**config.mk**
```make
export PLATFORM = sky130hd
export DESIGN_NAME = fteg_div
export DESIGN_NICKNAME = d
export VERILOG_FILES = /design/src/rtl/fteg_pkg.sv /design/src/rtl/fteg_div.sv
export SDC_FILE = /design/constraint.sdc
export NUM_CORES = 2
export LEC_CHECK = 0
export BUFFER_PORTS_ARGS = -buffer_cell sky130_fd_sc_hd__clkbuf_2
export CAP_MARGIN = 25
export CORE_UTILIZATION = 60
export DETAILED_ROUTE_END_ITERATION = 6
export GPL_ROUTABILITY_DRIVEN = 0
export HOLD_SLACK_MARGIN = 0.02
export PLACE_DENSITY_LB_ADDON = 0.15
export SLEW_MARGIN = 20
export SYNTH_ARGS = -nofsm -noshare
export SYNTH_HDL_FRONTEND = slang
export SYNTH_SLANG_ARGS = --single-unit
```
**constraint.sdc**
```tcl
create_clock -name clk -period 6 [get_ports clk]
set_input_delay 0.3 -clock clk [delete_from_list [all_inputs] [get_ports clk]]
set_output_delay 0.3 -clock clk [all_outputs]
set_load 0.01 [all_outputs]
```
**src/rtl/fteg_pkg.sv**
```systemverilog
`timescale 1ns / 1ps
// Shared constants and types for the fog table entry generator.
package fteg_pkg;

  // Fog modes
  localparam logic [1:0] MODE_LINEAR = 2'd0;
  localparam logic [1:0] MODE_EXP    = 2'd1;
  localparam logic [1:0] MODE_EXP2   = 2'd2;
  localparam logic [1:0] MODE_RAMP   = 2'd3;

  // Register indexes
  localparam logic [1:0] REG_MODE    = 2'd0;
  localparam logic [1:0] REG_START   = 2'd1;
  localparam logic [1:0] REG_END     = 2'd2;
  localparam logic [1:0] REG_DENSITY = 2'd3;

  // Reset values
  localparam logic [1:0]  RST_MODE    = MODE_RAMP;
  localparam logic [31:0] RST_START   = 32'd0;
  localparam logic [31:0] RST_END     = 32'h0001_0000;
  localparam logic [31:0] RST_DENSITY = 32'd0;

  // log2(e) and ln(2) in Q.32
  localparam logic [32:0] LOG2E_Q32 = 33'h1_7154_7652;
  localparam logic [31:0] LN2_Q32   = 32'hB172_17F8;

  localparam logic [16:0] ONE_Q16 = 17'h1_0000;

  // Unit latencies in register stages
  localparam int DIV_STEPS = 17;
  localparam int DIV_LAT   = DIV_STEPS + 1;
  localparam int TERM_LAT  = 3;
  localparam int TERMS     = 6;   // series terms two to seven
  localparam int EXP_LAT   = 4 + TERMS * TERM_LAT + 1;

  // Sideband that travels alongside each item
  typedef struct packed {
    logic        valid;
    logic [5:0]  idx;
    logic        lin_special;
    logic [16:0] lin_f;
  } fteg_side_t;

endpackage

```
**src/rtl/fteg_div.sv**
```systemverilog
`timescale 1ns / 1ps
// Pipelined restoring divider for the linear fog factor, one quotient bit per stage.
module fteg_div (
  input  logic        clk,
  input  logic        en,
  input  logic [31:0] num,
  input  logic [31:0] den,
  output logic [16:0] quot
);
  import fteg_pkg::*;

  logic [48:0] n0;
  logic [31:0] rem_r  [DIV_STEPS+1];
  logic [16:0] low_r  [DIV_STEPS+1];
  logic [16:0] q_r    [DIV_STEPS+1];
  logic [32:0] ext    [DIV_STEPS];
  logic        ge     [DIV_STEPS];
  logic [32:0] diff   [DIV_STEPS];

  // round half up: (num << 16) + den / 2; num < den keeps the quotient in 17 bits
  assign n0 = {1'b0, num, 16'b0} + {18'b0, den[31:1]};

  always_comb begin
    for (int j = 0; j < DIV_STEPS; j++) begin
      ext[j]  = {rem_r[j], low_r[j][16]};
      ge[j]   = ext[j] >= {1'b0, den};
      diff[j] = ext[j] - {1'b0, den};
    end
  end

  always_ff @(posedge clk) begin
    if (en) begin
      rem_r[0] <= n0[48:17];
      low_r[0] <= n0[16:0];
      q_r[0]   <= '0;
      for (int j = 0; j < DIV_STEPS; j++) begin
        rem_r[j+1] <= ge[j] ? diff[j][31:0] : ext[j][31:0];
        low_r[j+1] <= {low_r[j][15:0], 1'b0};
        q_r[j+1]   <= {q_r[j][15:0], ge[j]};
      end
    end
  end

  assign quot = q_r[DIV_STEPS];

endmodule

```
# Word-level counts from Yosys, hierarchy flattened
# Memory sizes are Yosys's and may differ from the RTL's.
# Cells that the tools add are included.
# W data, S select, Z words.
[word_totals] reg_bits=0 memories=3 input_bits=66 ram_bits=1188 wordCells=57
[memory_table] memory="rem_r" depth=18 word_bits=32 read_ports=17 rd_clocked_by_memory_dff=0 write_ports=18 line_no="fteg_div.sv:13" rtl="logic [31:0] rem_r [DIV_STEPS+1];"
[memory_table] memory="low_r" depth=18 word_bits=17 read_ports=17 rd_clocked_by_memory_dff=0 write_ports=18 line_no="fteg_div.sv:14" rtl="logic [16:0] low_r [DIV_STEPS+1];"
[memory_table] memory="q_r" depth=18 word_bits=17 read_ports=18 rd_clocked_by_memory_dff=0 write_ports=18 line_no="fteg_div.sv:15" rtl="logic [16:0] q_r [DIV_STEPS+1];"
[classes] order_cmp=17 muxes=19 add_sub_neg=18
[ops] cell="$ge A33 B32 Y1" n=17
[ops] cell="$mux W32" n=17
[ops] cell="$sub A32 B32 Y32" n=17
[ops] cell="$add A48 B31 Y49" n=1
[ops] cell="$mux W1" n=2

# Logic depth before layout (Yosys ltp)
[logic_depth] ltp_word=2 mapped_depth=15 depth_no_buf=13

# Worst setup path after synthesis
# OpenSTA, ideal clock, no wires.
[synth_timing] path_type="input port to flip-flop" start="input port den[6]" end="memory rem_r[13][7] (data pin)" setup_time_ns=0.260 arrival_time_ns=3.415 path_slack_ns=2.325 path_stages=12 required_time_ns=5.740 cell_sequence="inv_1 ha_1 clkbuf_1 a2111oi_1 a211oi_1 o311ai_1 a21oi_1 o41ai_2 o31ai_2 a31oi_1 buf_4 mux2_2"
[synth_rtl] item="from (decl)" line_no="fteg_div.sv:7" rtl="input logic [31:0] den,"
[synth_rtl] item="to (decl)" line_no="fteg_div.sv:13"

==> results.ini <==
[global_route]
first_global_vias=43416
grt_use_total_pct=32.0
overflow=0
grt_start_max_net_pins=155
grt_antenna_before_repair=6
grt_pass1_wl_um=245000

[logic_synthesis]
synth_seq_cells=850
yosys_warnings=0
async_flop_share_pct=0
synth_area_leaders=edfxtp_1 (43%), ha_1 (12%), mux2_2 (5.5%), xnor2_1 (4.3%), a21oi_1 (4.3%)
synth_cell_type_count=86
yosysTopAreaCell=edfxtp_1
synth_common_cells=edfxtp_1 (850), ha_1 (559), a21oi_1 (506)
syn_area_um2=59200
ys.flop_type=edfxtp_1
yosysSeqAreaShare_pct=43.1
synth_fp_nets=6269
synth_edf_count=850
synth_top_area_share_pct=43.1
postSynthCellCount=5627
yosysMostFrequentCell=edfxtp_1
syn_avg_cell_area_um2=10.5

[pwr]
ir_drop_mv=0.408
total_leakage_power_nw=26.2
cellPowerDensity_nw_per_um2=579

[cells_and_area]
syn_to_final_growth_pct=9.84
multi_input_area_um2=32400
ff_latch_area_um2=25500
nNetsFinal=6434
fillers=7419
drive_gt1_share_pct=11.5

[route]
dr.pass1.iters=6
routed_wl_um=161000
avgViaCountPerCell=6.41
drc=0
vias=45845
drt_iter0_drc=4334
post_drt_wl_per_cell_um=22.6
postRouteAntennaNets=0

[cts]
cts_num_sinks=850
cts_resized=0
htreeDepth=3
cts_root_buf=clkbuf_16
cts_tree=yes
cts_buffer_depth=3
clk_pin_slew_ns=0.06
post_cts_buffers=0
clk_latency_ns=0.71
cts_hold_buf=42
cts_inserted_buffers=94

[worst_setup_path]
critPathLaunchType=input port
worstPathRequired_ns=6.44
end_kind=register
path_class=input port to register
critPathMaxFanout=35
critPathArrivalTime_ns=5.21

[timing]
max_freq_mhz=210
fin_crit_ns=4.76
fin_skew_ns=0.0226
slew_headroom_pct=26.8
finalWorstSetupSlack_ns=1.24
worst_pin_slew_ns=1.10
finalSetupTns_ns=0
setup_viol=0
report.final.slew_viol_count=0
rsz0062_at_grt=no
post-route-period-util_pct=79.3
final_hold_viol_count=0

[floorplan]
initial_utilization_pct=60.9
rows=114
die_w_um=316
coreArea_um2=97100
ios=83
die_h_um=316
dieArea_um2=99900

[placement]
preCtsSetupSlack_ns=1.16
io_buffers=82
hpwl_um=118000

[run_status]
status=completed

[hold_path]
hp-class=input port to register

[job]
drv_cap=0

[path summary, 6_finish.rpt]
| check | from | to | slack (ns) | cells past startpoint |
|---|---|---|---|---|
| max reg2reg | rem_r[8][3] | rem_r[9][20] | 1.68 | 12 |
| min | num[6] | rem_r[0][5] | 0.09 | 3 |
| max | den[3] | rem_r[13][7] | 1.24 | 15 |
| min reg2reg | q_r[12][6] | q_r[13][7] | 0.41 | 0 |
[state kept, by name, indices dropped and copies added, names as in the netlist]
register,cells
rem_r,544
low_r,153
q_r,153
[critical path: stages]
cell and delay (ns):
dlygate4sd3_1 0.53, clkbuf_2 0.15, inv_1 0.53, buf_4 0.36, ha_1 0.32, o21a_1 0.14
o31ai_1 0.15, a211oi_1 0.20, o311ai_1 0.33, a21oi_1 0.16, o41ai_2 0.46, o31ai_2 0.19
a31oi_4 0.55, buf_4 0.41, mux2_2 0.37
[cells in the final DEF (no fill, tap or decap), types with 95 or more instances in the layout]
cell and n:
edfxtp_1 850, ha_1 559, a21oi_1 504, nand2_1 441, o21ai_0 403, nor2_1 323, xnor2_1 290, mux2_2 290
a21o_1 284, inv_1 185, xor2_1 170, nand3_1 112, clkbuf_16 95
[where the power goes]
group          switching [mW]  internal, mW
Clock                    2.51          3.28
Combinational            11.3          9.15
Sequential               1.55          9.85
[layer usage]
layer | wire length (um) | GRT usage [%] | up-vias | share of wire [%]
met5 | 20 | 0 | - | 0.012
met4 | 12400 | 21.3 | 4 | 7.7
met3 | 11500 | 5.59 | 555 | 7.1
met2 | 74100 | 52.1 | 1851 | 46
met1 | 63300 | 39.1 | 21703 | 39
li1 | - | - | 21732 | -
[metrics by stage]
stage	instance area (um^2)	hold slack, ns	power [mW]	cells	util (%)
global placement	61500	0.400	31.0	6928	63.3
CTS	65000	0.0622	37.4	7147	66.9
global route	65000	0.103	40.1	7149	66.9
detailed placement	61500	0.405	31.4	6929	63.3
floorplan	59200	0.399	26.3	5627	-
finish	65000	0.0924	37.6	7151	66.9
[layout make-up]
cell class | count | share of cell area [%]
well taps | 1276 | 2.46
multi-input cells | 4439 | 49.9
flip-flops and latches | 850 | 39.3
repair buffers | 221 | 2.59
inverters | 186 | 1.07
clock buffers | 112 | 3.76
diodes | 3 | 0.0116
clock inverters | 64 | 0.953
[logic make-up after synthesis]
group	after synthesis	synth area share (%)
xor gates and xnor gates	460	6.81
muxes	321	6.07
buffers and inverters	338	2.23
adders and majority gates	576	12.4
AOI/OAI and AO/OA	1714	18.3
and+or+nand+nor	1368	11.0
DFF	850	43.1
Note: power is estimated with default switching activity, not from simulation.
